$ cat src/sv/diff_drive_wheel_arm_pid_assert.svh
// Assertion macros shared by the control block and its lanes.
// Both expect clk and rst_n in scope.
`ifndef DIFF_DRIVE_WHEEL_ARM_PID_ASSERT_SVH
`define DIFF_DRIVE_WHEEL_ARM_PID_ASSERT_SVH

// same-cycle implication
`define DDWAP_ASSERT_IMPL(lbl, ante, cons) \
  lbl: assert property (@(posedge clk) disable iff (!rst_n) (ante) |-> (cons)) \
    else $error("ddwap assertion failed");

// next-cycle implication
`define DDWAP_ASSERT_NEXT(lbl, ante, cons) \
  lbl: assert property (@(posedge clk) disable iff (!rst_n) (ante) |=> (cons)) \
    else $error("ddwap assertion failed");

`endif

$ cat src/sv/ddwap_pkg.sv
package ddwap_pkg;

  localparam int NUM_REGS = 7;

  typedef logic [31:0] word_t;

  // register indexes
  localparam logic [2:0] REG_INV_RADIUS = 3'd0;
  localparam logic [2:0] REG_YAW_SCALE  = 3'd1;
  localparam logic [2:0] REG_WHEEL_KP   = 3'd2;
  localparam logic [2:0] REG_WHEEL_KI   = 3'd3;
  localparam logic [2:0] REG_ARM_KP     = 3'd4;
  localparam logic [2:0] REG_ARM_KI     = 3'd5;
  localparam logic [2:0] REG_ARM_KD     = 3'd6;

  localparam word_t CFG_RESET [NUM_REGS] = '{
    32'd862315, 32'd125036, 32'd32768, 32'd7, 32'd6553600, 32'd0, 32'd0
  };

  localparam logic signed [63:0] SAT_HI = 64'sd2147483647;
  localparam logic signed [63:0] SAT_LO = -64'sd2147483648;

  // kinematics result handed to the wheel lanes
  typedef struct packed {
    logic               done;
    logic               clear;
    logic signed [31:0] err_left;
    logic signed [31:0] err_right;
  } kin_res_t;

  // per-lane start request
  typedef struct packed {
    logic               start;
    logic               clear;
    logic signed [31:0] err;
    logic signed [16:0] drv;
  } lane_req_t;

  // per-lane gains, unsigned Q16.16
  typedef struct packed {
    word_t kp;
    word_t ki;
    word_t kd;
  } lane_gain_t;

  // saturate to signed 32 bits
  function automatic logic signed [31:0] sat32(input logic signed [63:0] v);
    logic signed [31:0] r;
    if (v > SAT_HI) begin
      r = 32'sh7FFFFFFF;
    end else if (v < SAT_LO) begin
      r = 32'sh80000000;
    end else begin
      r = v[31:0];
    end
    return r;
  endfunction

endpackage

$ cat src/sv/ddwap_kin.sv
// Differential-drive kinematics: wheel targets, wheel errors, zero test.
module ddwap_kin import ddwap_pkg::*; (
  input  logic               clk,
  input  logic               rst_n,
  input  logic               start_i,
  input  logic signed [15:0] fwd_i,
  input  logic signed [15:0] yaw_i,
  input  logic signed [15:0] spd_left_i,
  input  logic signed [15:0] spd_right_i,
  input  word_t              inv_radius_i,
  input  word_t              yaw_scale_i,
  output kin_res_t           res_o
);

  logic               busy_r;
  logic [1:0]         step_r;
  logic               done_r;
  logic               clear_r;
  logic signed [31:0] err_left_r;
  logic signed [31:0] err_right_r;
  logic signed [48:0] prod_r;
  logic signed [32:0] x_r;
  logic signed [33:0] tl_r;
  logic signed [33:0] tr_r;

  logic signed [15:0] mul_a;
  logic signed [32:0] mul_g;
  logic signed [48:0] mul_p;
  logic signed [32:0] y_val;
  logic signed [63:0] diff_left;
  logic signed [63:0] diff_right;

  // shared multiplier: forward speed first, then yaw rate
  always_comb begin
    if (!busy_r) begin
      mul_a = fwd_i;
      mul_g = $signed({1'b0, inv_radius_i});
    end else begin
      mul_a = yaw_i;
      mul_g = $signed({1'b0, yaw_scale_i});
    end
  end

  assign mul_p = mul_a * mul_g;
  assign y_val = $signed(prod_r[48:16]);

  assign diff_left  = {{30{tl_r[33]}}, tl_r} - {{48{spd_left_i[15]}}, spd_left_i};
  assign diff_right = {{30{tr_r[33]}}, tr_r} - {{48{spd_right_i[15]}}, spd_right_i};

  // control
  always_ff @(posedge clk) begin
    if (!rst_n) begin
      busy_r <= 1'b0;
      step_r <= 2'd0;
      done_r <= 1'b0;
    end else begin
      done_r <= 1'b0;
      if (!busy_r) begin
        if (start_i) begin
          busy_r <= 1'b1;
          step_r <= 2'd1;
        end
      end else begin
        case (step_r)
          2'd1: step_r <= 2'd2;
          2'd2: step_r <= 2'd3;
          default: begin
            step_r <= 2'd0;
            busy_r <= 1'b0;
            done_r <= 1'b1;
          end
        endcase
      end
    end
  end

  // datapath
  always_ff @(posedge clk) begin
    if (!busy_r) begin
      if (start_i) begin
        prod_r <= mul_p;
      end
    end else begin
      case (step_r)
        2'd1: begin
          x_r    <= $signed(prod_r[48:16]);
          prod_r <= mul_p;
        end
        2'd2: begin
          tl_r <= {x_r[32], x_r} - {y_val[32], y_val};
          tr_r <= {x_r[32], x_r} + {y_val[32], y_val};
        end
        default: begin
          err_left_r  <= sat32(diff_left);
          err_right_r <= sat32(diff_right);
          clear_r     <= (tl_r == 34'sd0) && (tr_r == 34'sd0);
        end
      endcase
    end
  end

  assign res_o = '{done: done_r, clear: clear_r,
                   err_left: err_left_r, err_right: err_right_r};

endmodule

$ cat config.mk
export PLATFORM = sky130hd
export DESIGN_NAME = ddwap_kin
export DESIGN_NICKNAME = d
export VERILOG_FILES = /design/src/sv/diff_drive_wheel_arm_pid_assert.svh /design/src/sv/ddwap_pkg.sv /design/src/sv/ddwap_kin.sv
export SDC_FILE = /design/constraint.sdc
export NUM_CORES = 2
export LEC_CHECK = 0
export ABC_CLOCK_PERIOD_IN_PS = 15200
export BUFFER_PORTS_ARGS = -buffer_cell sky130_fd_sc_hd__buf_4
export CELL_PAD_IN_SITES_DETAIL_PLACEMENT = 1
export CELL_PAD_IN_SITES_GLOBAL_PLACEMENT = 1
export CORE_MARGIN = 2
export CORE_UTILIZATION = 35
export CTS_BUF_LIST = sky130_fd_sc_hd__clkbuf_4
export DETAILED_ROUTE_END_ITERATION = 10
export GPL_ROUTABILITY_DRIVEN = 0
export PLACE_DENSITY = 0.67
export SLEW_MARGIN = 20
export SYNTH_ARGS = -nofsm -noshare
export SYNTH_HDL_FRONTEND = slang
export SYNTH_SLANG_ARGS = --single-unit
$ cat constraint.sdc
create_clock -name clk -period 15.2 [get_ports clk]
set_clock_uncertainty 0.2 [all_clocks]
set_input_delay 3.04 -clock clk [delete_from_list [all_inputs] [get_ports clk]]
set_output_delay 3.04 -clock clk [all_outputs]
set_load 0.1 [all_outputs]
* Yosys cells after proc, flatten, opt, wreduce, memory -nomap -nowiden *
Cells that the tools add are included.

cells by class
  add/sub/neg operators = 4
  multiply operators = 1
  divide/modulo/power cells = 0
  magnitude comparators = 4
  equality and inequality tests = 3
  shift operators = 0
  muxes and demuxes = 14
  bitwise logic cells = 1
  reduce and logical (&&, ||, !) cells = 10

operators by type and width
  operator                                                                number
  49-bit two-way mux                                                      3
  32-bit two-way mux                                                      3
  35-bit by 32-bit > comparator with 1-bit output, second input constant  2
  35-bit by 32-bit < comparator with 1-bit output, second input constant  2
  34-bit by 16-bit subtractor with 35-bit output                          2
  34-bit logical NOT                                                      2
  16-bit by 33-bit multiplier with 49-bit output                          1
  33-bit by 33-bit adder with 34-bit output                               1
  33-bit by 33-bit subtractor with 34-bit output                          1
  16-bit two-way mux                                                      1
  2-bit AND reduction                                                     5
  1-bit two-way mux                                                       4
  2-bit two-way mux                                                       2
  2-bit case mux with 2 select lines                                      1
  2-bit by 1-bit == test with 1-bit output, second input constant         1
  2-bit == test, second input constant                                    1
  2-bit by 1-bit != test with 1-bit output, second input constant         1
  2-bit nonzero test                                                      1
  2-bit OR reduction                                                      1
  1-bit logical AND                                                       1
  1-bit inverter                                                          1

word-level totals
  flip-flop bits (word level) = 219
  bits in latches = 0
  memory bits (writable) = 0
  memory bits (read-only) = 0
  input port bits = 131
  output and inout bits = 66
  logic and storage cells = 47
  memories = 0

* Depth between registers and ports, before layout *
  word-level depth = 4
  depth in mapped cells = 30
  gate-level depth less buffers = 26

* Least setup slack after synthesis *
No wires, ideal clock.

  path type = input port to flip-flop
  start = input yaw_i[4]
  end = register prod_r[48], data pin
  arrival time = 8.969 ns
  data required time = 14.740 ns
  path slack = 5.771 ns
  stages on the path = 23
  buffers on the path = 2
  path through = mux2i_1 > clkbuf_1 > nor2_1 > fa_1 > inv_1 > fa_1 > fa_1 > inv_1 > fa_1 > fa_1 > inv_1 > fa_1 > inv_1 > ha_1 > and4_1 > a311oi_2 > o21ai_2 > o31a_1 > a21o_1 > buf_6 > a211oi_2 > o21ai_1 > xnor2_1

between the ends
  word-level cells in the longest chain between the ends = 4
  elaborated cells between the ends (all ways) = 5
  classes of those cells = 1 x mul; 4 x mux

ends and longest elaborated chain
  element                                             line                              source
  start, declared                                     ddwap_kin.sv:7                    input logic signed [15:0] yaw_i,
  16-bit two-way mux (*)                              ddwap_kin.sv:35                   if (!busy_r) begin
  16-bit by 33-bit multiplier with 49-bit output (*)  ddwap_kin.sv:44                   assign mul_p = mul_a * mul_g;
  named net mul_p[48]                                 ddwap_kin.sv:28                   logic signed [48:0] mul_p;
  49-bit two-way mux, on equally long branches        ddwap_kin.sv:80, ddwap_kin.sv:84
  49-bit two-way mux (*)                              ddwap_kin.sv:79                   if (!busy_r) begin
  end signal, assigned                                ddwap_kin.sv:81                   prod_r <= mul_p;
  end signal, assigned                                ddwap_kin.sv:87                   prod_r <= mul_p;
  end, declared                                       ddwap_kin.sv:21                   logic signed [48:0] prod_r;

Mark *: on every way through the listed nets, which the timed path passes. The rest lies on a longest branch. The select of a mux whose other input is x is not followed.
A chain may end at the register's enable or synchronous reset.

* Final worst setup path *
  start = input yaw_scale_i[5]
  end = register prod_r[47], data pin

between the ends
  word-level cells in the longest chain between the ends = 4
  elaborated cells between the ends (all ways) = 5
  classes of those cells = 1 x mul; 4 x mux

ends and longest elaborated chain
  element                                             line                              source
  start, declared                                     ddwap_kin.sv:11                   input word_t yaw_scale_i,
  32-bit two-way mux (*)                              ddwap_kin.sv:35
  16-bit by 33-bit multiplier with 49-bit output (*)  ddwap_kin.sv:44
  named net mul_p[47]                                 ddwap_kin.sv:28
  49-bit two-way mux, on equally long branches        ddwap_kin.sv:80, ddwap_kin.sv:84
  49-bit two-way mux (*)                              ddwap_kin.sv:79

Marks and branches as above.

==> impl_metrics.toml <==
[place]
dp_hpwl_um = 74000
placement.io_buffers = 196

[detailed_routing]
wl_per_cell_um = 19.1
drc = 0
wl_um = 88700
drt-initial-drc-count = 1208
vias_per_cell = 5.04
via_count = 23300
dr.pass1.iters = 5
antenna_left = 0

[finish]
multiInputGateArea_sq_mm = 0.0214
regArea_sq_mm = 0.00603
fill_cells = 10000
area_delta_synth_final_pct = 11.1
final_net_count = 4295
drive_gt1_frac = 0.106

[run_status]
run_status = "finished clean"

[cts]
cts_buffer_depth = 3
cts_root_buf = "clkbuf_4"
clock_sinks = 202
cts_hold_buf = 0
cts_tree = "done"
cts-resized-gates = 0
clock_latency_ns = 0.70
cts_buffers = 46
clk_pin_slew_ns = 0.07
cts_setup_buffers = 0
cts_max_level = 2

[logic_synthesis]
ys_async_sr_fraction = 0
syn_area_sq_mm = 0.0301
yosys_warnings = 0
yosysSeqAreaShare = 0.200
yosys.cell_types.count = 78
avgSynthCellArea_sq_um = 9.17
synth_edf_count = 198
synth-main-ff-cell = "edfxtp_1"
ys_seq_elements = 202
syn_nets = 4123
synthCells = 3284

[setup_path]
cp.arrival_ns = 9.75
crit_path_end_kind = "flip-flop"
crit_type = "input pin to flip-flop"
crit_start = "yaw_scale_i[5]"
r2r-start = "busy_r"
crit_fanout = 9
cp-start-kind = "input pin"
required_ns = 15.41

[sta]
hold_slack_ns = 0.283
min_period_ns = 9.54
worst_pin_slew_ns = 1.09
relSlewSlack = 0.259
slew_violations = 0
fin_setup_tns_ns = 0
setup_viol = 0
max_freq_ghz = 0.105
final_hold_viol_count = 0
finalCritPeriodShare = 0.627
rsz0062_at_grt = "false"

[die]
die_h_um = 297
die_w_um = 297
core-area_sq_mm = 0.0853
floorplan.io_pins = 197
start_util = 0.353
row_count = 107
die-area_sq_mm = 0.0884

[min_path]
min_path_type = "flip-flop to flip-flop"
hp-start = "prod_r[22]"

[global_route]
track_usage = 0.199
grt_pass1_vias = 25000
grt-ovfl-total = 0
antenna_found_initial = 2
grt_max_degree = 69
grt_pass1_wl_um = 140000

[run]
maxCapViolCount = 0
## Yosys cell counts, types with 6 or more instances
cell	instances	area share
nand4_1	15	0.0031
nand2_1	352	0.044
o21ai_0	124	0.021
nor4_1	23	0.0048
or3_1	7	0.0015
nor2_1	322	0.040
a21oi_1	153	0.025
and2_1	21	0.0044
edfxtp_1	198	0.20
o21a_1	12	0.0030
nand2b_1	22	0.0046
o21bai_1	34	0.0085
o21ai_1	12	0.0020
mux2_2	46	0.017
o211ai_1	11	0.0027
nor2b_1	30	0.0062
nor3_1	26	0.0043
inv_1	643	0.080
xnor2_1	90	0.026
a21o_1	55	0.014
a31oi_1	9	0.0019
nand3_1	30	0.0050
buf_2	9	0.0015
or2_2	6	0.0012
fa_1	421	0.28
xor2_1	48	0.014
ha_1	287	0.12
o31ai_1	13	0.0032
and3_1	19	0.0039
a211oi_1	19	0.0047
clkbuf_1	81	0.010
mux2i_1	47	0.016
## metal layers
layer  up-vias  GRT usage  share of wire
met5         -          0        0.00015
li1      10900          -              -
met3       118     0.0235          0.045
met4         2     0.0439          0.022
met1     11800      0.275           0.46
met2       518      0.336           0.47
## layout make-up
cell class / count / area share
Clock inverter: 12 / 0.00217
Clock buffer: 66 / 0.0148
Tap cell: 1144 / 0.0428
Antenna cell: 1 / 0.0000747
Inverter: 643 / 0.0721
Sequential cell: 202 / 0.180
Multi-Input combinational cell: 2340 / 0.638
Timing Repair Buffer: 223 / 0.0500
## through the flow
| step | instances | area, sq um | setup slack [ns] | utilization |
|---|---|---|---|---|
| 6_report | 4631 | 33500 | 5.66 | 0.393 |
| 3_5_place_dp | 4552 | 32900 | 5.02 | 0.386 |
| 5_1_grt | 4631 | 33500 | 5.35 | 0.393 |
| 4_1_cts | 4630 | 33500 | 5.77 | 0.392 |
| 2_1_floorplan | 3284 | 30100 | 5.77 | - |
| 3_3_place_gp | 4552 | 32900 | 5.19 | 0.386 |
## critical path, stage by stage
cell and delay (ns):
buf_4 0.11, mux2i_1 0.80, nor2_1 0.18, fa_1 0.58, inv_1 0.06, fa_1 0.53, inv_1 0.05, fa_1 0.50
fa_1 0.44, fa_1 0.51, inv_1 0.05, fa_1 0.48, inv_1 0.04, ha_1 0.31, nand3_1 0.11, o22ai_1 0.10
a311oi_2 0.41, o21ai_2 0.15, o31a_1 0.37, a21o_1 0.32, a211oi_2 0.33, o21bai_1 0.12, xor2_1 0.15
## placed cells by master, fill, tap and decap left out, drive strengths merged, types with 5 or more instances in the layout
master / instances
ha: 287
xor2: 48
and2: 21
clkbuf: 66
fa: 421
a211oi: 21
a2111oi: 6
nand4: 15
o21ai: 137
a21o: 55
nand3: 30
clkinv: 10
nor4: 23
xnor2: 90
a221oi: 5
or3: 7
buf: 223
mux2i: 47
nand2b: 22
o21a: 12
nand2: 352
mux2: 46
inv: 644
nor2: 322
nor3: 26
and3: 19
or2: 7
edfxtp: 198
a31oi: 9
o211ai: 11
a21oi: 154
o21bai: 34
o31ai: 14
nor2b: 30
## flip-flops by register name, indices dropped and copies added, names as in the netlist
register,flops
done_r,1
tr_r,34
x_r,33
clear_r,1
busy_r,1
err_right_r,32
step_r,2
tl_r,33
prod_r,33
err_left_r,32
## kinds of logic (layout without fill, tap and decap cells)
logic type	after synthesis	in the layout	synth area share
AND/OR/NAND/NOR	893	893	0.128
buffers and inverters	742	944	0.0937
adder cells (fa/ha/maj)	708	708	0.399
AO/OA/AOI/OAI	508	508	0.106
flip-flops	202	202	0.200
XOR/XNOR	138	138	0.0401
multiplexers	93	93	0.0328
other	0	1	0
## final timing paths
kind / slack (ns) / cells after the start / end
min reg2reg: 0.28 / 0 / x_r[6]
max: 5.66 / 23 / prod_r[47]
max reg2reg: 6.42 / 23 / prod_r[47]
min: 0.28 / 0 / x_r[6]
Power is left out: the tool's default activity adds up to more than one toggle a clock period on the data nets, which glitch-free logic cannot reach.
